[src/rtl/msct_pkg.sv]
// msct_pkg: shared types, codes and the direction decode of the contour tracer
// no dependencies
package msct_pkg;

	// coordinate width of corners and cells in the control path
	localparam int CW = 7;

	// request kinds on the input tuser
	localparam logic [1:0] REQ_LOAD  = 2'd0;
	localparam logic [1:0] REQ_CLEAR = 2'd1;
	localparam logic [1:0] REQ_START = 2'd2;
	localparam logic [1:0] REQ_STEP  = 2'd3;

	// result status codes on the output tuser
	localparam logic [2:0] ST_ACK    = 3'd0;
	localparam logic [2:0] ST_POINT  = 3'd1;
	localparam logic [2:0] ST_CLOSED = 3'd2;
	localparam logic [2:0] ST_NONE   = 3'd3;
	localparam logic [2:0] ST_NOISE  = 3'd4;

	// configuration register indexes
	localparam logic [1:0] REG_WIDTH  = 2'd0;
	localparam logic [1:0] REG_HEIGHT = 2'd1;
	localparam logic [1:0] REG_BLOCK  = 2'd2;

	typedef enum logic [2:0] {
		DIR_NONE,
		DIR_UP,
		DIR_DOWN,
		DIR_LEFT,
		DIR_RIGHT
	} dir_t;

	typedef enum logic [2:0] {
		S_SWEEP,
		S_IDLE,
		S_SCAN,
		S_SCHK,
		S_NBR,
		S_DIR,
		S_EMIT
	} state_t;

	typedef struct packed {
		logic [6:0] grid_width;
		logic [6:0] grid_height;
		logic [8:0] block_size;
	} cfg_t;

	typedef struct packed {
		logic sol_we;
		logic sol_wd;
		logic vis_we;
		logic vis_wd;
	} mem_cmd_t;

	// marching squares move from the 2x2 neighbourhood code (UL=1 UR=2 DL=4 DR=8)
	function automatic dir_t next_dir(input logic [3:0] code, input dir_t prev);
		dir_t d;
		d = DIR_NONE;
		case (code) inside
			4'd1, 4'd5, 4'd13: d = DIR_UP;
			4'd2, 4'd3, 4'd7: d = DIR_RIGHT;
			4'd4, 4'd12, 4'd14: d = DIR_LEFT;
			4'd8, 4'd10, 4'd11: d = DIR_DOWN;
			4'd6: d = (prev == DIR_UP) ? DIR_LEFT : DIR_RIGHT;
			4'd9: d = (prev == DIR_RIGHT) ? DIR_UP : DIR_DOWN;
			default: d = DIR_NONE;
		endcase
		return d;
	endfunction

endpackage

[src/rtl/msct_cfg.sv]
// msct_cfg: configuration registers behind the apb-style port
// depends on msct_pkg
module msct_cfg (
	input  logic               clk,
	input  logic               arst_n,
	input  logic               psel,
	input  logic               penable,
	input  logic               pwrite,
	input  logic [3:0]         paddr,
	input  logic [31:0]        pwdata,
	output logic [31:0]        prdata,
	output logic               pready,
	output msct_pkg::cfg_t     cfg
);

	logic [6:0] width_q;
	logic [6:0] height_q;
	logic [8:0] block_q;
	logic       wr_en;

	assign pready = 1'b1;
	assign wr_en  = psel && penable && pwrite;

	// register writes
	always_ff @(posedge clk or negedge arst_n) begin
		if (!arst_n) begin
			width_q  <= 7'd64;
			height_q <= 7'd64;
			block_q  <= 9'd32;
		end else if (wr_en) begin
			case (paddr[3:2])
				msct_pkg::REG_WIDTH:  width_q  <= pwdata[6:0];
				msct_pkg::REG_HEIGHT: height_q <= pwdata[6:0];
				msct_pkg::REG_BLOCK:  block_q  <= pwdata[8:0];
				default: ;
			endcase
		end
	end

	// read back
	always_comb begin
		case (paddr[3:2])
			msct_pkg::REG_WIDTH:  prdata = {25'd0, width_q};
			msct_pkg::REG_HEIGHT: prdata = {25'd0, height_q};
			msct_pkg::REG_BLOCK:  prdata = {23'd0, block_q};
			default:              prdata = 32'd0;
		endcase
	end

	assign cfg.grid_width  = width_q;
	assign cfg.grid_height = height_q;
	assign cfg.block_size  = block_q;

endmodule

[config.mk]
export PLATFORM = sky130hd
export DESIGN_NAME = msct_cfg
export DESIGN_NICKNAME = d
export VERILOG_FILES = /design/src/rtl/msct_pkg.sv /design/src/rtl/msct_cfg.sv
export SDC_FILE = /design/constraint.sdc
export NUM_CORES = 1
export LEC_CHECK = 0
export BUFFER_PORTS_ARGS = -buffer_cell sky130_fd_sc_hd__buf_2
export CAP_MARGIN = 40
export CELL_PAD_IN_SITES_DETAIL_PLACEMENT = 1
export CELL_PAD_IN_SITES_GLOBAL_PLACEMENT = 2
export CORE_MARGIN = 8
export CORE_UTILIZATION = 23
export CTS_BUF_LIST = sky130_fd_sc_hd__clkbuf_16
export CTS_CLUSTER_SIZE = 14
export DETAILED_ROUTE_END_ITERATION = 10
export HOLD_SLACK_MARGIN = 0.08
export PLACE_DENSITY = 0.93
export SLEW_MARGIN = 20
export SYNTH_ARGS = -nofsm -noshare
export SYNTH_HDL_FRONTEND = slang
export SYNTH_SLANG_ARGS = --single-unit
[constraint.sdc]
create_clock -name clk -period 1.45 [get_ports clk]
set_input_delay 0.0725 -clock clk [delete_from_list [all_inputs] [get_ports clk]]
set_output_delay 0.0725 -clock clk [all_outputs]
set_load 0.05 [all_outputs]
# ---- After elaboration in Yosys (flattened, before gate mapping)
# Index checks and enable logic that the tools add are counted.
dict set report totals {
  elab_cells 12
  ff_bits 23
  ram_bits 0
  n_memories 0
  mem_bits_ro 0
  input_bits 41
  latch_bits 0
}
dict set report op_classes {
  div 0
  n_reduce_logical 6
  n_eq_ne 2
  order_cmp 0
  add_sub_neg 0
  shifts 0
  mux 1
  n_bitwise 0
  multipliers 0
}
# op n
set ops {}
lappend ops {{9-bit one-hot mux with 3 select lines} 1}
lappend ops {{2-bit AND reduction} 3}
lappend ops {{2-bit by 1-bit == test with 1-bit output (second input constant)} 1}
lappend ops {{2-bit == test (second input constant)} 1}
lappend ops {{1-bit logical AND} 2}
lappend ops {{2-bit logical NOT} 1}

# ---- Longest topological paths before layout
# Gate-level depths: netlist of the first run.
dict set report depth {
  ltp_word 3
  mapped_depth 4
  mapped_depth_nobuf 3
}

# ---- Worst setup path after synthesis of the first run
# Ideal clock, no wire load.
dict set report synth_timing {
  path_type {reg-to-output}
  startpoint {register block_q[5]}
  endpoint {output prdata[5]}
  path_buffers 0
  stages_incl_launch_ff 3
  arrival_time_ps 1898
  path_slack_ps -521
  required_time_ps 1378
  path_cell_list {dfstp_2 > mux2i_1 > o21ai_0}
}
dict set report synth_between {
  elab_chain_cells 1
}
# element line
set synth_rtl {}
lappend synth_rtl {{start: declaration} msct_cfg.sv:18} ;# logic [8:0] block_q;
lappend synth_rtl {{start signal: assignment} msct_cfg.sv:34} ;# msct_pkg::REG_BLOCK: block_q <= pwdata[8:0];
lappend synth_rtl {{9-bit one-hot mux with 3 select lines} msct_cfg.sv:42} ;# case (paddr[3:2])
lappend synth_rtl {{end: declaration} msct_cfg.sv:11} ;# output logic [31:0] prdata,
# Every way passes these cells.

# ---- Worst setup path after layout of the first run
# Same ends and word-level chain as after synthesis.

==> parameters.txt, run 1 <==
Parameter                              Value

Run status
  Result of the run ... completed

Clock tree
  Number of buffers inserted by post-CTS setup repair ... 0
  Clock Sinks ... 23
  Maximum buffer depth of the clock tree ... 2
  Root buffer selected by CTS ... sky130_fd_sc_hd__clkbuf_16
  Number of buffers created by CTS ... 3
  Total number of H-tree levels ... 1
  Source-to-sink clock delay at the later pin of the worst-skew pair ... 0.25 ns
  Clock slew seen by the registers of the worst setup and hold paths ... 0.06 ns
  CTS tree ... done
  Cells resized by post-CTS repair ... 0

STA
  Fmax ... around 750 MHz
  Worst slew pin tran ... between 0.5 and 0.6 ns
  Final hold vios ... 0
  Setup Total Neg Slack ... 0 ns
  Slew Limit Fails ... 0
  RSZ-0062 raised after global routing ... false
  Max transition margin ... 0.654
  Shortest clock period the worst path allows after layout ... between 1 and 1.5 ns
  Clock skew ... 0 ns
  Final period utilization ... 0.921
  Final count of negative-setup-slack endpoints ... 0
  Crit path setup slack, layout ... 0.114 ns

Setup path
  Logic depth of the worst register-to-register path ... 1
  Peak fanout along the critical path ... 3
  Terminus of the critical flop-to-flop path ... height_q[2]
  Type of the setup path with the least slack ... flop to primary output
  Max stage delay cell, worst path ... sky130_fd_sc_hd__dfstp_2
  Dominant delay contributor by cell family on the critical path ... flip-flops
  CP Depth ... 3
  Launching point of the worst reg2reg path ... height_q[2]
  Setup crit start kind ... flop
  Critical path startpoint ... block_q[5]
  Maximum single-stage delay on the critical path ... 0.54 ns
  Arr. time, crit path ... roughly 1.3 ns
  CP bufs+invs ... 1
  Worst-path cell chain ... mux2i_1 -> o21ai_2 -> buf_2
  Register-to-register setup slack ... 0.67 ns
  Required time at the endpoint of the critical path ... 1.38 ns
  Element type at the critical path end ... primary output

Floorplanning
  Full die area ... 8150 µm²
  Row count ... 27
  Boundary Pins ... 97
  Overall die height ... 90.3 µm
  Initial core utilization ... 0.235
  Die boundary width ... ~90 µm
  Core Box Area ... between 5000 and 6000 µm²

Drt
  Number of nets with antenna violations after detailed routing ... 0
  Wirelength, routed ... 3480 µm
  Iter 0 DRT Violations ... 12
  Routed len/inst ... 14.8 µm
  Vias per inst ... around 3.9
  DR DRC count ... 0
  Pre-Repair DR Iteration Count ... 2
  Vias ... ~900

Finish
  Footprint of the multi-input gates ... 594 µm²
  Layout-stage area growth over the synthesis result ... 34.6%
  Diodes inserted ... 0
  Nets ... a little over 200
  Cell area after layout ... approximately 1700 µm²
  Area used by sequential logic in the layout ... 579 µm²
  Final core occ ... 0.316
  Fraction of final layout cells with drive strength greater than 1 ... 0.573
  Number of fill cells in the layout ... 632

Synthesis
  Synthesized area divided by synthesized cell count ... 12.2 µm²
  Leading register cell type out of synthesis ... sky130_fd_sc_hd__dfrtp_1
  Leading cell types by total area after synthesis ... sky130_fd_sc_hd__dfrtp_1 39%, sky130_fd_sc_hd__buf_4 14%, sky130_fd_sc_hd__mux2_2 14%
  Fraction of the yosys area taken by sequential cells ... 0.456
  Combined area of all synthesized cells ... ~1300 µm²
  Share of flip-flops with an asynchronous set or reset ... 1.00
  Portion of synthesized cell area occupied by the leading cell type ... 0.394
  Total of warnings raised by yosys ... 0
  Top post-synthesis cells by count ... 24 x sky130_fd_sc_hd__buf_4, 20 x sky130_fd_sc_hd__dfrtp_1, 16 x sky130_fd_sc_hd__mux2_2
  Largest area contributor in the netlist ... sky130_fd_sc_hd__dfrtp_1
  Post-synth cell types ... 18
  Post-synth EDFFs ... 0
  FF+latch count, synth ... 23
  Count of mapped cells out of synthesis ... 104
  Count leader, synth ... sky130_fd_sc_hd__buf_4

Placed design
  Gp weighted congestion ... roughly 0.67
  Count of input and output buffers ... 47
  Cell area after placement ... about 1600 µm²
  Half-perimeter wire length after placement ... approximately 2800 µm
  Place WS ... roughly 0.049 ns

Global route
  Vias in the first global route ... 1084
  Antenna violations before repair ... 0
  Global routing usage summed across all routing layers ... 0.0879
  First-pass GRT wire length ... about 5800 µm
  Grt total ovfl ... 0
  Maximum number of pins on one net before global-route repair ... 24

Power and ir drop
  Fraction of power consumed by combinational cells ... 0.479
  Proportion of total power due to net switching ... 0.476
  Power Density ... 1700 nW/µm²
  Leakage Power ... slightly below 0.9 nW
  Maximum VDD drop ... 0.000459 V
  Part of the power in the clock network ... 0.206
  Switching Power ... ~1.4 mW
  Internal Power ... 1.53 mW
  Relative contribution of sequential cells to total power ... 0.315
  Post-layout power ... just under 3 mW

Flow run
  Reported max-cap violation count ... 0

Hold path
  Hold path start ... pwdata[3]
  Hold-critical path endpoint ... width_q[3]
  Worst hold path cell count ... 2
  Worst Hold Class ... input port to flop
[final cells by class]
cell class                 count  share of cell area
clock inverter                 1             0.00293
multi-input combinational     75               0.348
tap                           72              0.0527
sequential                    23               0.339
clock buffer                   3              0.0439
timing repair buffer          62               0.214
[routing by layer]
layer  vias to the layer above  routed length [µm]  track usage
li1                        424                   -            -
met1                       444                1440       0.0994
met2                        38                1770        0.150
met3                         4                 212       0.0266
met4                         0                  59       0.0374
met5                         -                   0            0
[power groups by stage]
| stage | Clock, mW | Combinational [mW] | Sequential (mW) |
|---|---|---|---|
| final | 0.599 | 1.40 | 0.919 |
| after global routing | 0.632 | 1.46 | 0.948 |
| after CTS | 0.612 | 1.41 | 0.922 |
| after detailed placement | 0 | 1.40 | 0.933 |
| after global placement | 0 | 1.38 | 0.928 |
| after floorplan | 0 | 0.601 | 1.45 |
[how the worst max path moves through the flow]
stage | endpoint | slack [ns]
floorplan | prdata[5] | 0.1
global placement | height_q[5] | 0.05
detailed placement | height_q[5] | 0.05
CTS | prdata[5] | 0.11
global route | prdata[5] | 0.07
finish | prdata[5] | 0.11
[per-stage QoR]
stage	cells	hold WS, ns
6_report	236	0.0745
5_1_grt	236	0.0909
4_1_cts	236	0.0812
3_5_place_dp	225	0.0843
3_3_place_gp	225	0.0693
2_1_floorplan	126	-0.223
[cells by family (layout without fill, tap and decap cells)]
group | count (synthesis) | in the layout | share of synthesized area
mux | 30 | 30 | 0.280
buf+inv | 28 | 66 | 0.162
flops | 23 | 23 | 0.456
simple gates | 14 | 14 | 0.0690
compound gates | 7 | 7 | 0.0276
other cells | 2 | 24 | 0.00591
[placed cells by master, fill, tap and decap left out, types with 2 or more instances in the layout]
master	Yosys	final
sky130_fd_sc_hd__dfrtp_1	20	20
sky130_fd_sc_hd__o21ai_2	0	7
sky130_fd_sc_hd__mux2_2	16	16
sky130_fd_sc_hd__nand2_1	7	7
sky130_fd_sc_hd__buf_2	2	47
sky130_fd_sc_hd__mux2i_1	7	7
sky130_fd_sc_hd__clkbuf_16	0	3
sky130_fd_sc_hd__mux2_4	7	7
sky130_fd_sc_hd__conb_1	2	24
sky130_fd_sc_hd__and3b_1	2	2
sky130_fd_sc_hd__dfstp_2	3	3
sky130_fd_sc_hd__buf_4	24	8
sky130_fd_sc_hd__dlygate4sd3_1	0	7
[state kept, by name (all words and copies together), names as in the netlist]
register and cells:
width_q 7, block_q 9, height_q 7
[repair_timing]
item / CTS / global route
hold endpoints to repair: 28 / 0
endpoints found under the setup margin: 0 / 0
hold buffers: 7 / 0
No activity file was read; power rests on OpenSTA's default activity.
==> run 2, diff against run 1 <==
--- a/config.mk
+++ b/config.mk
@@ -13,3 +13,3 @@
 export CORE_UTILIZATION = 23
-export CTS_BUF_LIST = sky130_fd_sc_hd__clkbuf_16
+export CTS_CLUSTER_DIAMETER = 80
 export CTS_CLUSTER_SIZE = 14
--- a/constraint.sdc
+++ b/constraint.sdc
@@ -3,2 +3,2 @@
 set_output_delay 0.0725 -clock clk [all_outputs]
-set_load 0.05 [all_outputs]
+set_load 0.005 [all_outputs]
==> run 2 against run 1 <==
  * Sequential power is essentially flat
  * Maximum frequency grew 5.9%
  * Wire length grew 3.5%
  * First-iteration DRC count grew to 2.8 times the previous value
  * Total power shrank 35%
  * Final area shrank 1.3%
==> parameters.txt, run 2 (same netlist as run 1, synthesis figures left out) <==
Parameter                              Value

Run status
  Result of the run ... completed

Finish
  Number of fill cells in the layout ... 659 (+4.3%)
  Diodes inserted ... 0 (unchanged)
  Footprint of the multi-input gates ... 568 µm² (-4.4%)
  Biggest regs ... block_q (9), height_q (7), width_q (7)
  Register with the most flip-flops ... block_q
  Nets ... 210 (+1.9%)
  Layout-stage area growth over the synthesis result ... 32.8%
  Fraction of final layout cells with drive strength greater than 1 ... 0.524 (-0.0494)
  Count of non-filler cells in the finished layout ... 240 (+1.7%)
  Top library cells by usage in the layout, fill and taps aside ... 47 x sky130_fd_sc_hd__buf_2, 24 x sky130_fd_sc_hd__conb_1, 20 x sky130_fd_sc_hd__dfrtp_1
  Area used by sequential logic in the layout ... 579 µm² (unchanged)
  Flip-flop count of the largest register, all copies and words added ... 9 (unchanged)
  Most common cell after layout, fill and taps aside ... sky130_fd_sc_hd__buf_2

Floorplanning
  Overall die height ... 90.3 µm (unchanged)
  Boundary Pins ... 97 (unchanged)
  Die boundary width ... 90.3 µm (unchanged)
  Core Box Area ... 5410 µm² (unchanged)
  Full die area ... 8150 µm² (unchanged)
  Row count ... 27 (unchanged)
  Initial core utilization ... 0.235 (unchanged)

Drt
  Wirelength, routed ... 3610 µm (+3.5%)
  Met3 Wirelength ... 201 µm (-5.2%)
  DR DRC count ... 0 (unchanged)
  Routed len/inst ... 15.0 µm (+1.8%)
  Met2 wirelength from detailed routing ... 1760 µm (-0.68%)
  Number of nets with antenna violations after detailed routing ... 0 (unchanged)
  Iter 0 DRT Violations ... 34 (+22)
  Met1 wire length ... 1600 µm (+11%)
  Pre-Repair DR Iteration Count ... 3 (+1)
  Uppermost routed layer ... met4
  Vias ... 938 (+3.1%)
  Vias per inst ... 3.91 (+1.4%)

Setup path
  Setup crit start kind ... flop
  Required time at the endpoint of the critical path ... 1.38 ns (about the same)
  Peak fanout along the critical path ... 3 (unchanged)
  Register-to-register setup slack ... 0.67 ns (about the same)
  Launching point of the worst reg2reg path ... block_q[0]
  Element type at the critical path end ... primary output
  Critical path startpoint ... block_q[5]
  Type of the setup path with the least slack ... flop to primary output
  Arr. time, crit path ... 1.19 ns (-0.07 ns)

STA
  Max transition margin ... 0.659 (+0.00455)
  Shortest clock period the worst path allows after layout ... 1.26 ns (-0.0738 ns)
  RSZ-0062 raised after global routing ... false
  Final hold vios ... 0 (unchanged)
  Worst slew pin tran ... 0.512 ns (-0.00682 ns)
  Clock skew ... 0 ns (unchanged)
  Setup Total Neg Slack ... 0 ns (unchanged)
  Final count of negative-setup-slack endpoints ... 0 (unchanged)
  Fmax ... 792 MHz (+5.9%)
  Final period utilization ... 0.870 (-0.0509)
  Slew Limit Fails ... 0 (unchanged)

Clock tree
  Clock Sinks ... 23 (unchanged)
  Number of buffers created by CTS ... 3 (unchanged)
  Maximum buffer depth of the clock tree ... 2 (unchanged)
  Number of buffers inserted by post-CTS setup repair ... 0 (unchanged)
  Clock slew seen by the registers of the worst setup and hold paths ... 0.09 ns (+0.03 ns)
  Cells resized by post-CTS repair ... 0 (unchanged)
  Root buffer selected by CTS ... sky130_fd_sc_hd__clkbuf_8
  Source-to-sink clock delay at the later pin of the worst-skew pair ... 0.26 ns (about the same)
  CTS tree ... done
  Total number of H-tree levels ... 1 (unchanged)

Power and ir drop
  Switching Power ... 0.563 mW (-59%)
  Internal Power ... 1.33 mW (-13%)
  Proportion of total power due to net switching ... 0.297 (-0.179)
  Fraction of power consumed by combinational cells ... 0.302 (-0.177)
  Part of the power in the clock network ... 0.215 (+0.009)
  Relative contribution of sequential cells to total power ... 0.483 (+0.168)
  Leakage Power ... 0.884 nW (-1.2%)
  Post-layout power ... 1.89 mW (-35%)
  Power Density ... 1120 nW/µm² (-34%)
  Maximum VDD drop ... 0.000288 V (-37%)

Global route
  Global routing usage summed across all routing layers ... 0.0896 (+0.00171)
  Vias in the first global route ... 1103 (+1.8%)
  Grt total ovfl ... 0 (unchanged)
  First-pass GRT wire length ... 5840 µm (+1.2%)
  Maximum number of pins on one net before global-route repair ... 24 (unchanged)
  Antenna violations before repair ... 0 (unchanged)

Placed design
  Count of input and output buffers ... 47 (unchanged)
  DP Cell Count ... 226 (+0.44%)
  Half-perimeter wire length after placement ... 2900 µm (+3.1%)
  Gp weighted congestion ... 0.658 (-2.3%)

Flow run
  Reported max-cap violation count ... 0 (unchanged)

Hold path
  Worst Hold Class ... input port to async pin
==> run 2: power by group through the flow <==
stage / registers (mW) / logic [mW] / clock network (mW)
after floorplan: 0.930 / 0.297 / 0
after global placement: 0.924 / 0.552 / 0
after detailed placement: 0.934 / 0.566 / 0
after CTS: 0.921 / 0.589 / 0.421
after global routing: 0.947 / 0.642 / 0.451
final: 0.916 / 0.572 / 0.407
==> run 2: cell type report <==
type / count / share of cell area
timing repair buffer: 66 / 0.239
clock buffer: 3 / 0.0245
sequential: 23 / 0.343
tap: 72 / 0.0534
clock inverter: 1 / 0.00297
multi-input combinational: 75 / 0.337
==> run 2: path summary, 6_finish.rpt <==
| kind | end | cells after the start |
|---|---|---|
| max reg2reg | block_q[0] | 1 |
| min | block_q[6] | 2 |
| max in group asynchronous | width_q[6] | 2 |
| min in group clk | height_q[0] | 4 |
| max | prdata[5] | 3 |
| min reg2reg | block_q[7] | 1 |
==> run 2: worst max-delay path, stage by stage (launching register included) <==
cell                      delay [ns]
sky130_fd_sc_hd__dfstp_2        0.54
sky130_fd_sc_hd__mux2i_1        0.07
sky130_fd_sc_hd__o21ai_0        0.16
sky130_fd_sc_hd__buf_2          0.15
==> run 2: through the flow <==
step,setup slack [ns],cell area [µm²],hold WS [ns],util
2_1_floorplan,0.381,1350,-0.223,-
3_3_place_gp,0.183,1540,0.0784,0.285
4_1_cts,0.130,1690,0.346,0.312
6_report,0.188,1690,0.320,0.312
3_5_place_dp,0.136,1540,0.0805,0.285
5_1_grt,0.0570,1690,0.369,0.312
==> run 2: timing repair <==
action | in CTS | in global routing
endpoints found under the setup margin | 0 | 0
endpoints found under the hold margin | 41 | 0
hold buffers | 10 | 0
==> run 2: per-layer routing <==
metal,GRT usage,vias up
li1,-,432
met2,0.148,39
met4,0.0374,0
met5,0,-
met3,0.0241,2
met1,0.107,465
