**src/rtl/msct_pkg.sv**
```systemverilog
// msct_pkg: shared types, codes and the direction decode of the contour tracer
// no dependencies
package msct_pkg;

	// coordinate width of corners and cells in the control path
	localparam int CW = 7;

	// request kinds on the input tuser
	localparam logic [1:0] REQ_LOAD  = 2'd0;
	localparam logic [1:0] REQ_CLEAR = 2'd1;
	localparam logic [1:0] REQ_START = 2'd2;
	localparam logic [1:0] REQ_STEP  = 2'd3;

	// result status codes on the output tuser
	localparam logic [2:0] ST_ACK    = 3'd0;
	localparam logic [2:0] ST_POINT  = 3'd1;
	localparam logic [2:0] ST_CLOSED = 3'd2;
	localparam logic [2:0] ST_NONE   = 3'd3;
	localparam logic [2:0] ST_NOISE  = 3'd4;

	// configuration register indexes
	localparam logic [1:0] REG_WIDTH  = 2'd0;
	localparam logic [1:0] REG_HEIGHT = 2'd1;
	localparam logic [1:0] REG_BLOCK  = 2'd2;

	typedef enum logic [2:0] {
		DIR_NONE,
		DIR_UP,
		DIR_DOWN,
		DIR_LEFT,
		DIR_RIGHT
	} dir_t;

	typedef enum logic [2:0] {
		S_SWEEP,
		S_IDLE,
		S_SCAN,
		S_SCHK,
		S_NBR,
		S_DIR,
		S_EMIT
	} state_t;

	typedef struct packed {
		logic [6:0] grid_width;
		logic [6:0] grid_height;
		logic [8:0] block_size;
	} cfg_t;

	typedef struct packed {
		logic sol_we;
		logic sol_wd;
		logic vis_we;
		logic vis_wd;
	} mem_cmd_t;

	// marching squares move from the 2x2 neighbourhood code (UL=1 UR=2 DL=4 DR=8)
	function automatic dir_t next_dir(input logic [3:0] code, input dir_t prev);
		dir_t d;
		d = DIR_NONE;
		case (code) inside
			4'd1, 4'd5, 4'd13: d = DIR_UP;
			4'd2, 4'd3, 4'd7: d = DIR_RIGHT;
			4'd4, 4'd12, 4'd14: d = DIR_LEFT;
			4'd8, 4'd10, 4'd11: d = DIR_DOWN;
			4'd6: d = (prev == DIR_UP) ? DIR_LEFT : DIR_RIGHT;
			4'd9: d = (prev == DIR_RIGHT) ? DIR_UP : DIR_DOWN;
			default: d = DIR_NONE;
		endcase
		return d;
	endfunction

endpackage

```
**src/rtl/msct_ctrl.sv**
```systemverilog
// msct_ctrl: request sequencer, search scan, neighbour reads and output register
// depends on msct_pkg
module msct_ctrl #(
	parameter int MAX_COLUMNS = 64,
	parameter int MAX_ROWS    = 64
) (
	input  logic                   clk,
	input  logic                   arst_n,
	input  msct_pkg::cfg_t         cfg,
	input  logic                   s_tvalid,
	output logic                   s_tready,
	input  logic [15:0]            s_tdata,
	input  logic [1:0]             s_tuser,
	output logic                   m_tvalid,
	input  logic                   m_tready,
	output logic [47:0]            m_tdata,
	output logic [2:0]             m_tuser,
	output msct_pkg::mem_cmd_t     cmd,
	output logic [$clog2(MAX_COLUMNS)+$clog2(MAX_ROWS)-1:0]     sol_addr,
	output logic [$clog2(MAX_COLUMNS+1)+$clog2(MAX_ROWS+1)-1:0] vis_addr,
	input  logic                   sol_rd,
	input  logic                   vis_rd
);

	localparam int CW  = msct_pkg::CW;
	localparam int XW  = $clog2(MAX_COLUMNS);
	localparam int YW  = $clog2(MAX_ROWS);
	localparam int VXW = $clog2(MAX_COLUMNS + 1);
	localparam int VYW = $clog2(MAX_ROWS + 1);
	localparam int VAW = VXW + VYW;

	msct_pkg::state_t state_q, state_d;
	msct_pkg::dir_t   last_q, dir_c;

	logic [VAW-1:0] cnt_q;
	logic           clr_mode_q;
	logic [1:0]     req_q;
	logic [CW-1:0]  x_q, y_q, cur_x_q, cur_y_q, org_x_q, org_y_q;
	logic           tracing_q;
	logic [2:0]     nb_q;
	logic [3:0]     code_q;
	logic           inr_s1;
	logic [CW-1:0]  rx_q, ry_q, rsx_q, rsy_q;
	logic           rpt_q;
	logic [2:0]     rst_q;
	logic           out_valid_q;
	logic [14:0]    out_px_q, out_py_q;
	logic [CW-1:0]  out_sx_q, out_sy_q;
	logic [2:0]     out_st_q;

	logic [CW-1:0]  eff_w, eff_h, sx_c, sy_c;
	logic           in_acc, out_free, sweep_end;
	logic [5:0]     in_x, in_y;
	logic           in_solid, load_ok;
	logic [CW-1:0]  nbx, nby, nx_c, ny_c;
	logic           nb_in;
	logic [15:0]    prod_x, prod_y;

	// effective grid size and the start fields: the origin while tracing, the grid size when idle
	assign eff_w = (32'(cfg.grid_width) > MAX_COLUMNS) ? CW'(MAX_COLUMNS) : cfg.grid_width;
	assign eff_h = (32'(cfg.grid_height) > MAX_ROWS) ? CW'(MAX_ROWS) : cfg.grid_height;
	assign sx_c  = tracing_q ? org_x_q : eff_w;
	assign sy_c  = tracing_q ? org_y_q : eff_h;

	assign in_x     = s_tdata[5:0];
	assign in_y     = s_tdata[11:6];
	assign in_solid = s_tdata[12];
	assign load_ok  = (32'(in_x) < MAX_COLUMNS) && (32'(in_y) < MAX_ROWS);

	assign s_tready  = (state_q == msct_pkg::S_IDLE);
	assign in_acc    = s_tvalid && s_tready;
	assign out_free  = !out_valid_q || m_tready;
	assign sweep_end = (cnt_q == {VAW{1'b1}});

	// neighbour cell of the current read, outside the grid reads as empty
	assign nbx   = nb_q[0] ? x_q : x_q - CW'(1);
	assign nby   = nb_q[1] ? y_q : y_q - CW'(1);
	assign nb_in = (nb_q[0] || (x_q != '0)) && (nb_q[1] || (y_q != '0))
		&& (nbx < eff_w) && (nby < eff_h);

	// move decision and the corner it leads to
	assign dir_c = msct_pkg::next_dir(code_q,
		(req_q == msct_pkg::REQ_STEP) ? last_q : msct_pkg::DIR_NONE);
	always_comb begin
		nx_c = x_q;
		ny_c = y_q;
		case (dir_c)
			msct_pkg::DIR_UP:    ny_c = y_q - CW'(1);
			msct_pkg::DIR_DOWN:  ny_c = y_q + CW'(1);
			msct_pkg::DIR_LEFT:  nx_c = x_q - CW'(1);
			msct_pkg::DIR_RIGHT: nx_c = x_q + CW'(1);
			default: ;
		endcase
	end

	// next state
	always_comb begin
		state_d = state_q;
		case (state_q)
			msct_pkg::S_SWEEP: if (sweep_end) state_d = clr_mode_q ? msct_pkg::S_EMIT
				: msct_pkg::S_IDLE;
			msct_pkg::S_IDLE: begin
				if (in_acc) begin
					case (s_tuser)
						msct_pkg::REQ_CLEAR: state_d = msct_pkg::S_SWEEP;
						msct_pkg::REQ_START: state_d = msct_pkg::S_SCAN;
						msct_pkg::REQ_STEP: state_d = tracing_q ? msct_pkg::S_NBR
							: msct_pkg::S_EMIT;
						default: state_d = msct_pkg::S_EMIT;
					endcase
				end
			end
			msct_pkg::S_SCAN: begin
				if (x_q >= eff_w) state_d = msct_pkg::S_EMIT;
				else if (y_q < eff_h) state_d = msct_pkg::S_SCHK;
			end
			msct_pkg::S_SCHK: state_d = (sol_rd && !vis_rd) ? msct_pkg::S_NBR
				: msct_pkg::S_SCAN;
			msct_pkg::S_NBR: if (nb_q == 3'd4) state_d = msct_pkg::S_DIR;
			msct_pkg::S_DIR: state_d = msct_pkg::S_EMIT;
			msct_pkg::S_EMIT: if (out_free) state_d = msct_pkg::S_IDLE;
			default: state_d = msct_pkg::S_IDLE;
		endcase
	end

	// memory addresses and write strobes
	always_comb begin
		cmd      = '0;
		sol_addr = {YW'(y_q), XW'(x_q)};
		vis_addr = {VYW'(y_q), VXW'(x_q)};
		case (state_q)
			msct_pkg::S_SWEEP: begin
				sol_addr   = cnt_q[XW+YW-1:0];
				vis_addr   = cnt_q;
				cmd.sol_we = !clr_mode_q;
				cmd.vis_we = 1'b1;
			end
			msct_pkg::S_IDLE: begin
				sol_addr   = {YW'(in_y), XW'(in_x)};
				cmd.sol_we = in_acc && (s_tuser == msct_pkg::REQ_LOAD) && load_ok;
				cmd.sol_wd = in_solid;
			end
			msct_pkg::S_NBR: sol_addr = {YW'(nby), XW'(nbx)};
			msct_pkg::S_DIR: begin
				cmd.vis_wd = 1'b1;
				if (req_q == msct_pkg::REQ_START) begin
					cmd.vis_we = 1'b1;
				end else if (dir_c != msct_pkg::DIR_NONE
						&& !(nx_c == org_x_q && ny_c == org_y_q)
						&& nx_c <= eff_w && ny_c <= eff_h) begin
					vis_addr   = {VYW'(ny_c), VXW'(nx_c)};
					cmd.vis_we = 1'b1;
				end
			end
			default: ;
		endcase
	end

	// control registers
	always_ff @(posedge clk or negedge arst_n) begin
		if (!arst_n) begin
			state_q     <= msct_pkg::S_SWEEP;
			cnt_q       <= '0;
			clr_mode_q  <= 1'b0;
			tracing_q   <= 1'b0;
			last_q      <= msct_pkg::DIR_NONE;
			cur_x_q     <= '0;
			cur_y_q     <= '0;
			org_x_q     <= '0;
			org_y_q     <= '0;
			nb_q        <= '0;
			out_valid_q <= 1'b0;
		end else begin
			state_q <= state_d;
			// output word held until taken, reloaded from the emit state
			if (state_q == msct_pkg::S_EMIT && out_free) out_valid_q <= 1'b1;
			else if (m_tready) out_valid_q <= 1'b0;
			case (state_q)
				msct_pkg::S_SWEEP: cnt_q <= cnt_q + VAW'(1);
				msct_pkg::S_IDLE: begin
					nb_q <= '0;
					if (in_acc && s_tuser == msct_pkg::REQ_CLEAR) begin
						clr_mode_q <= 1'b1;
						cnt_q      <= '0;
					end
					if (in_acc && s_tuser == msct_pkg::REQ_START) tracing_q <= 1'b0;
				end
				msct_pkg::S_NBR: nb_q <= nb_q + 3'd1;
				msct_pkg::S_DIR: begin
					if (req_q == msct_pkg::REQ_START) begin
						if (dir_c != msct_pkg::DIR_NONE) begin
							tracing_q <= 1'b1;
							last_q    <= msct_pkg::DIR_NONE;
							cur_x_q   <= x_q;
							cur_y_q   <= y_q;
							org_x_q   <= x_q;
							org_y_q   <= y_q;
						end
					end else if (dir_c == msct_pkg::DIR_NONE) begin
						tracing_q <= 1'b0;
					end else begin
						last_q  <= dir_c;
						cur_x_q <= nx_c;
						cur_y_q <= ny_c;
						if (nx_c == org_x_q && ny_c == org_y_q) tracing_q <= 1'b0;
					end
				end
				default: ;
			endcase
		end
	end

	// request data, scan position and result staging
	always_ff @(posedge clk) begin
		inr_s1 <= nb_in;
		case (state_q)
			msct_pkg::S_SWEEP: begin
				rpt_q <= 1'b0;
				rst_q <= msct_pkg::ST_ACK;
				rsx_q <= sx_c;
				rsy_q <= sy_c;
			end
			msct_pkg::S_IDLE: begin
				req_q <= s_tuser;
				rpt_q <= 1'b0;
				rst_q <= msct_pkg::ST_ACK;
				rsx_q <= (s_tuser == msct_pkg::REQ_START) ? eff_w : sx_c;
				rsy_q <= (s_tuser == msct_pkg::REQ_START) ? eff_h : sy_c;
				if (s_tuser == msct_pkg::REQ_STEP) begin
					x_q <= cur_x_q;
					y_q <= cur_y_q;
				end else begin
					x_q <= CW'(in_x);
					y_q <= CW'(in_y);
				end
			end
			msct_pkg::S_SCAN: begin
				rst_q <= msct_pkg::ST_NONE;
				if (x_q < eff_w && y_q >= eff_h) begin
					x_q <= x_q + CW'(1);
					y_q <= '0;
				end
			end
			msct_pkg::S_SCHK: if (!(sol_rd && !vis_rd)) y_q <= y_q + CW'(1);
			msct_pkg::S_NBR: if (nb_q != 3'd0) code_q[2'(nb_q - 3'd1)] <= sol_rd && inr_s1;
			msct_pkg::S_DIR: begin
				rpt_q <= 1'b1;
				rx_q  <= x_q;
				ry_q  <= y_q;
				if (req_q == msct_pkg::REQ_START) begin
					if (dir_c == msct_pkg::DIR_NONE) begin
						rst_q <= msct_pkg::ST_NOISE;
					end else begin
						rst_q <= msct_pkg::ST_POINT;
						rsx_q <= x_q;
						rsy_q <= y_q;
					end
				end else begin
					rsx_q <= org_x_q;
					rsy_q <= org_y_q;
					if (dir_c == msct_pkg::DIR_NONE) begin
						rst_q <= msct_pkg::ST_NOISE;
					end else begin
						rx_q  <= nx_c;
						ry_q  <= ny_c;
						rst_q <= (nx_c == org_x_q && ny_c == org_y_q) ? msct_pkg::ST_CLOSED
							: msct_pkg::ST_POINT;
					end
				end
			end
			default: ;
		endcase
	end

	// scale the corner by the block size on the way into the output register
	assign prod_x = rx_q * cfg.block_size;
	assign prod_y = ry_q * cfg.block_size;

	always_ff @(posedge clk) begin
		if (state_q == msct_pkg::S_EMIT && out_free) begin
			out_px_q <= rpt_q ? prod_x[14:0] : 15'd0;
			out_py_q <= rpt_q ? prod_y[14:0] : 15'd0;
			out_sx_q <= rsx_q;
			out_sy_q <= rsy_q;
			out_st_q <= rst_q;
		end
	end

	assign m_tvalid = out_valid_q;
	assign m_tdata  = {4'd0, out_sy_q, out_sx_q, out_py_q, out_px_q};
	assign m_tuser  = out_st_q;

endmodule

```
**config.mk**
```make
export PLATFORM = sky130hd
export DESIGN_NAME = msct_ctrl
export DESIGN_NICKNAME = d
export VERILOG_FILES = /design/src/rtl/msct_pkg.sv /design/src/rtl/msct_ctrl.sv
export SDC_FILE = /design/constraint.sdc
export NUM_CORES = 1
export LEC_CHECK = 0
export BUFFER_PORTS_ARGS = -buffer_cell sky130_fd_sc_hd__buf_2
export CAP_MARGIN = 20
export CORE_UTILIZATION = 55
export DETAILED_ROUTE_END_ITERATION = 8
export PLACE_DENSITY = 0.75
export REMOVE_ABC_BUFFERS = 1
export SKIP_LAST_GASP = 1
export SLEW_MARGIN = 15
export SYNTH_ARGS = -nofsm -noshare
export SYNTH_HDL_FRONTEND = slang
export SYNTH_SLANG_ARGS = --single-unit
export TNS_END_PERCENT = 20
```
**constraint.sdc**
```tcl
create_clock -name clk -period 8.5 [get_ports clk]
set_input_delay 0.85 -clock clk [delete_from_list [all_inputs] [get_ports clk]]
set_output_delay 0.85 -clock clk [all_outputs]
set_load 0.02 [all_outputs]
```
# Word-level counts from Yosys, hierarchy flattened
# Cells that the tools add are included.
# totals
regBits	154
in_bits	47
output_inout_bits	83
wordCells	237
# classes
n_addsub	7
multipliers	2
n_lt_le_gt_ge	12
n_eq_ne	49
mux	86
reduce_logical	54
# op_table
operator	n
2-to-1 mux 7 bit	27
2-to-1 mux 3 bit	21
case mux 7 bit (3 select lines)	3
case mux 14 bit (2 select lines)	2
2-to-1 mux 14 bit	3
case mux 7 bit (2 select lines)	3
case mux 12 bit (3 select lines)	1
multiplier 7 x 9 -> 15 bit	2
equality test 4 bit (second input constant)	7
< comparator 7 bit	4
case mux 3 bit (7 select lines)	1
equality test 3 bit (second input constant)	6
case mux 3 bit (3 select lines)	2
equality test 4 x 3 -> 1 bit (second input constant)	4
logical AND 1 bit	16
nonzero test 3 bit	5
adder 14 x 1 -> 14 bit (second input constant)	1
adder 7 x 1 -> 7 bit (second input constant)	2
equality test 14 bit (second input constant)	1
equality test 7 bit	2
>= comparator 7 bit	2
greater-than comparator 7 bit (second input constant)	2
<= comparator 7 bit	2
nonzero test 7 bit	2
32 further kinds	89

# Logic depth before layout (Yosys ltp)
# depth
word_depth	21
ltp_mapped	19
depth_no_buf	18

# Worst setup path after synthesis
# No wires, ideal clock.
# synth_path
path_type	input to register
from	input cfg[2] in the netlist's numbering
to	register out_py_q[14], data pin
setup_ns	0.255
arrival_time_ns	5.059
t_required_ns	8.245
setup_slack_ns	3.185
cell_stages	18
n_path_buf	1
path_cell_list	clkbuf_1 > nand2_1 > fa_1 > inv_1 > ha_1 > inv_1 > fa_1 > fa_1 > inv_1 > ha_1 > a21oi_1 > o21bai_1 > a21oi_1 > o21bai_1 > a211o_1 > a2111oi_0 > o21ai_0 > and3b_1
# synth_via
elab_chain_cells	1
# synth_lines
element	line	source
start: declaration	msct_ctrl.sv:9	input msct_pkg::cfg_t cfg,
multiplier 7 x 9 -> 15 bit	msct_ctrl.sv:277	assign prod_y = ry_q * cfg.block_size;
end signal: assignment	msct_ctrl.sv:282	out_py_q <= rpt_q ? prod_y[14:0] : 15'd0;
end: declaration	msct_ctrl.sv:47	logic [14:0] out_px_q, out_py_q;
# Every way passes these cells.
# A chain may end at the register's enable or synchronous reset.

# Worst setup path after layout
# layout_path
from	register y_q[2]
to	output vis_addr[4]
# layout_via
elab_chain_cells	11
word_cells_on_any_way	13
classes_between	add/sub: 2; order compare: 1; eq/ne: 1; mux: 4; reduce/logical: 5
# layout_lines
element	line	source
start: declaration	msct_ctrl.sv:38	logic [CW-1:0] x_q, y_q, cur_x_q, cur_y_q, org_x_q, org_y_q;
start signal: assignment	msct_ctrl.sv:231	y_q <= cur_y_q;
start signal: assignment	msct_ctrl.sv:234	y_q <= CW'(in_y);
start signal: assignment	msct_ctrl.sv:244	msct_pkg::S_SCHK: if (!(sol_rd && !vis_rd)) y_q <= y_q + CW'(1);
adder 7 x 1 -> 7 bit or subtractor 7 x 1 -> 7 bit (tied branches)	msct_ctrl.sv:89, msct_ctrl.sv:88	
case mux 7 bit (2 select lines) (*)	msct_ctrl.sv:87	case (dir_c)
branches (longest 5 deep; another with <= comparator 7 bit)	-	
logical AND 1 bit (*)	msct_ctrl.sv:150	&& nx_c <= eff_w && ny_c <= eff_h) begin
2-to-1 mux 14 bit (*)	msct_ctrl.sv:148	end else if (dir_c != msct_pkg::DIR_NONE
2-to-1 mux 14 bit (*)	msct_ctrl.sv:146	if (req_q == msct_pkg::REQ_START) begin
case mux 14 bit (2 select lines) (*)	msct_ctrl.sv:131	case (state_q)
end: declaration	msct_ctrl.sv:20	output logic [$clog2(MAX_COLUMNS+1)+$clog2(MAX_ROWS+1)-1:0] vis_addr,
# Every way passes the cells marked *.

==> impl_metrics.json <==
{
  "outcome": "completed",
  "slew_violations": 0,
  "htree_num_levels": 4,
  "leakage_nw": 6.72,
  "grt_overflow": 0,
  "fin_tns_setup_ns": 0,
  "grt_max_degree": 55,
  "grt_usage_pct": 30.7,
  "grt_pass1_vias": 11300,
  "p_per_area_nw_per_um2": 386,
  "routed_wl_microns": 38800,
  "num_rows": 57,
  "place_congestion": 0.938,
  "worstPathArrival_ns": 5.48,
  "clkTransAtPathRegs_ns": 0.07,
  "critPathKind": "reg2out",
  "fin_crit_sh_pct": 74.5,
  "preCtsSetupSlack_ns": 2.80,
  "power.net_switching_w": 0.00280,
  "num_vias": 11600,
  "setup_viol": 0,
  "clk_path_buf_depth": 2,
  "synthDistinctLibCells": 86,
  "antenna_left": 0,
  "irDropWorstVdd_mv": 0.231,
  "final_cell_mix": "197 x nand2_1, 122 x buf_2, 119 x ha_1, 111 x inv_1, 99 x edfxtp_1",
  "slowest_delay_ns": 0.88,
  "drc": 0,
  "synth_area_per_cell_sq_um": 9.26,
  "postSynthCellCount": 1485,
  "pwr-share-seq_pct": 26.9,
  "core_sq_um": 24400,
  "synthFlopType": "edfxtp_1",
  "crit_buf_inv": 1,
  "p_sw_share_pct": 47.9,
  "fin_cells": 1897,
  "rsz0062_at_grt": "false",
  "finClkSkew_ns": 0.0124,
  "worstSetupEndpointType": "primary output",
  "die_x_microns": 160,
  "fp.dieH_microns": 160,
  "routedWlPerCell_microns": 20.4,
  "place_inst": 1865,
  "p_int_w": 0.00304,
  "initial_utilization_pct": 56.4,
  "period_needed_ns": 6.33,
  "worstPathCellList": "nor3_1 -> a2111oi_0 -> a41oi_1 -> nor2_1 -> nor3_1 -> ha_1 -> nand4_1 -> o22ai_1 -> a21oi_1 -> nor2_1 -> a31oi_2 -> a221o_1 -> buf_2",
  "cp_slowest_cell": "nor3_1",
  "synth_edf_count": 99,
  "cp.required_ns": 7.65,
  "fmax_mhz": 158,
  "hp-class": "reg2reg",
  "cts_tree": "yes",
  "boundaryPins": 130,
  "layout-drive-gt1-share_pct": 13.9,
  "hold_buffers": 0,
  "cts_sinks": 154,
  "cp_max_fo": 18,
  "final.setup.worst_slack_ns": 2.17,
  "max_slew_margin_pct": 27.6,
  "seq_area_frac_synth_pct": 31.6,
  "critPathTopFamily": "compound AO/OA/AOI/OAI gates",
  "final_core_util_pct": 61.9,
  "grt_first_pass_wirelength_microns": 61000,
  "die_area_sq_um": 25600,
  "cts_resized": 0,
  "drt_iter0_markers": 1021,
  "antenna_found_initial": 0,
  "p_comb_share_pct": 60.3,
  "io_buffers": 122,
  "nets": 1792,
  "insertion_delay_ns": 0.44,
  "ys_seq_elements": 154,
  "final_common_cell": "nand2_1",
  "n_antenna_cell": 0,
  "synth_warnings": 0,
  "post-cts-setup-buffers": 0,
  "hold_viol": 0,
  "drt_first_pass_iters": 7,
  "async_flop_share_pct": 35.1,
  "power.share.clock_pct": 12.8,
  "syn_area_sq_um": 13700,
  "drv_cap": 0,
  "tightest_slew_ns": 1.08,
  "numCtsBuffers": 17,
  "cp-start-kind": "register",
  "synthToLayoutAreaGrowth_pct": 9.78,
  "worst_hold_slack_ns": 0.420,
  "vias_per_cell": 6.12,
  "root_buffer": "clkbuf_16",
  "hpwlAfterDp_microns": 29100
}
-- stage by stage --
step	total power, W	instance area [sq um]
2_1_floorplan	0.00402	13400
3_3_place_gp	0.00493	14500
3_5_place_dp	0.00503	14500
4_1_cts	0.00580	15100
5_1_grt	0.00630	15100
6_report	0.00583	15100
-- cells in the mapped netlist (11+ instances only) --
| cell type | n | area, sq um |
|---|---|---|
| nand2_1 | 197 | 739 |
| ha_1 | 119 | 1490 |
| inv_1 | 111 | 417 |
| edfxtp_1 | 99 | 2970 |
| and2_1 | 95 | 594 |
| nor2_1 | 78 | 293 |
| a21oi_1 | 77 | 385 |
| o21ai_0 | 68 | 340 |
| fa_1 | 66 | 1320 |
| clkbuf_1 | 59 | 221 |
| dfrtp_1 | 54 | 1350 |
| xnor2_1 | 47 | 412 |
| nand3_1 | 27 | 135 |
| xor2_1 | 27 | 236 |
| mux2_2 | 26 | 293 |
| o22ai_1 | 23 | 144 |
| nor3_1 | 21 | 105 |
| mux2i_1 | 17 | 170 |
| nor2b_1 | 15 | 93.8 |
| nand2b_1 | 14 | 87.6 |
| a221o_1 | 12 | 120 |
| o21a_1 | 12 | 90.1 |
| o21bai_1 | 12 | 90.1 |
| or3_1 | 12 | 75.1 |
| a21o_1 | 11 | 82.6 |
| o211ai_1 | 11 | 82.6 |
-- registers in the layout, summed over array words and instances (netlist names), 2 cells and up --
name,cells
state_q,3
last_q,3
y_q,7
nb_q,3
code_q,4
org_y_q,7
rsx_q,7
out_sy_q,7
rsy_q,7
ry_q,7
cur_x_q,7
req_q,2
m_tuser,3
org_x_q,7
cur_y_q,7
out_sx_q,7
rx_q,7
rst_q,3
x_q,7
cnt_q,14
out_py_q,15
out_px_q,15
-- path summary, 6_finish.rpt --
kind	startpoint	to	slack, ns	depth (start not counted)
worst max-delay path	y_q[2]	vis_addr[4]	2.17	13
worst min-delay path	rsx_q[3]	out_sx_q[3]	0.42	0
worst max register to register	ry_q[3]	out_py_q[14]	3.40	16
worst min register to register	rsx_q[3]	out_sx_q[3]	0.42	0
max in group asynchronous	arst_n	cur_x_q[1]	7.38	2
min in group asynchronous	arst_n	m_tvalid	0.58	2
-- area by class of cell --
cell class	count	area (sq um)
timing repair buffer	135	708
clock inverter	14	133
sequential	154	4340
fill	2103	9300
clock buffer	18	429
multi-input combinational	1136	8640
tap	324	405
inverter	116	435
-- power by group through the flow --
stage / Combinational [W] / Sequential [W] / Clock (W)
CTS: 0.00350 / 0.00155 / 0.000752
floorplan: 0.00251 / 0.00152 / 0
finish: 0.00352 / 0.00157 / 0.000746
global placement: 0.00337 / 0.00155 / 0
global route: 0.00392 / 0.00160 / 0.000782
detailed placement: 0.00347 / 0.00156 / 0
-- cell families after synthesis --
kind of cell / after synthesis / share of synthesized area, %
adder cells (fa/ha/maj): 185 / 20.4
XOR/XNOR: 77 / 5.21
AO/OA/AOI/OAI: 314 / 15.1
other: 1 / 0.0273
buffers and inverters: 198 / 5.71
AND/OR/NAND/NOR: 513 / 18.5
flip-flops: 154 / 31.6
multiplexers: 43 / 3.37
-- per-layer routing --
metal  vias up  track usage [%]  routed length, microns
met3       127             5.74                    3710
li1       5354                -                       -
met2       645             50.4                   17900
met4         0             15.6                    1920
met1      5482             38.9                   15300
met5         -                0                       0
Power figures use the tool's default switching activity.
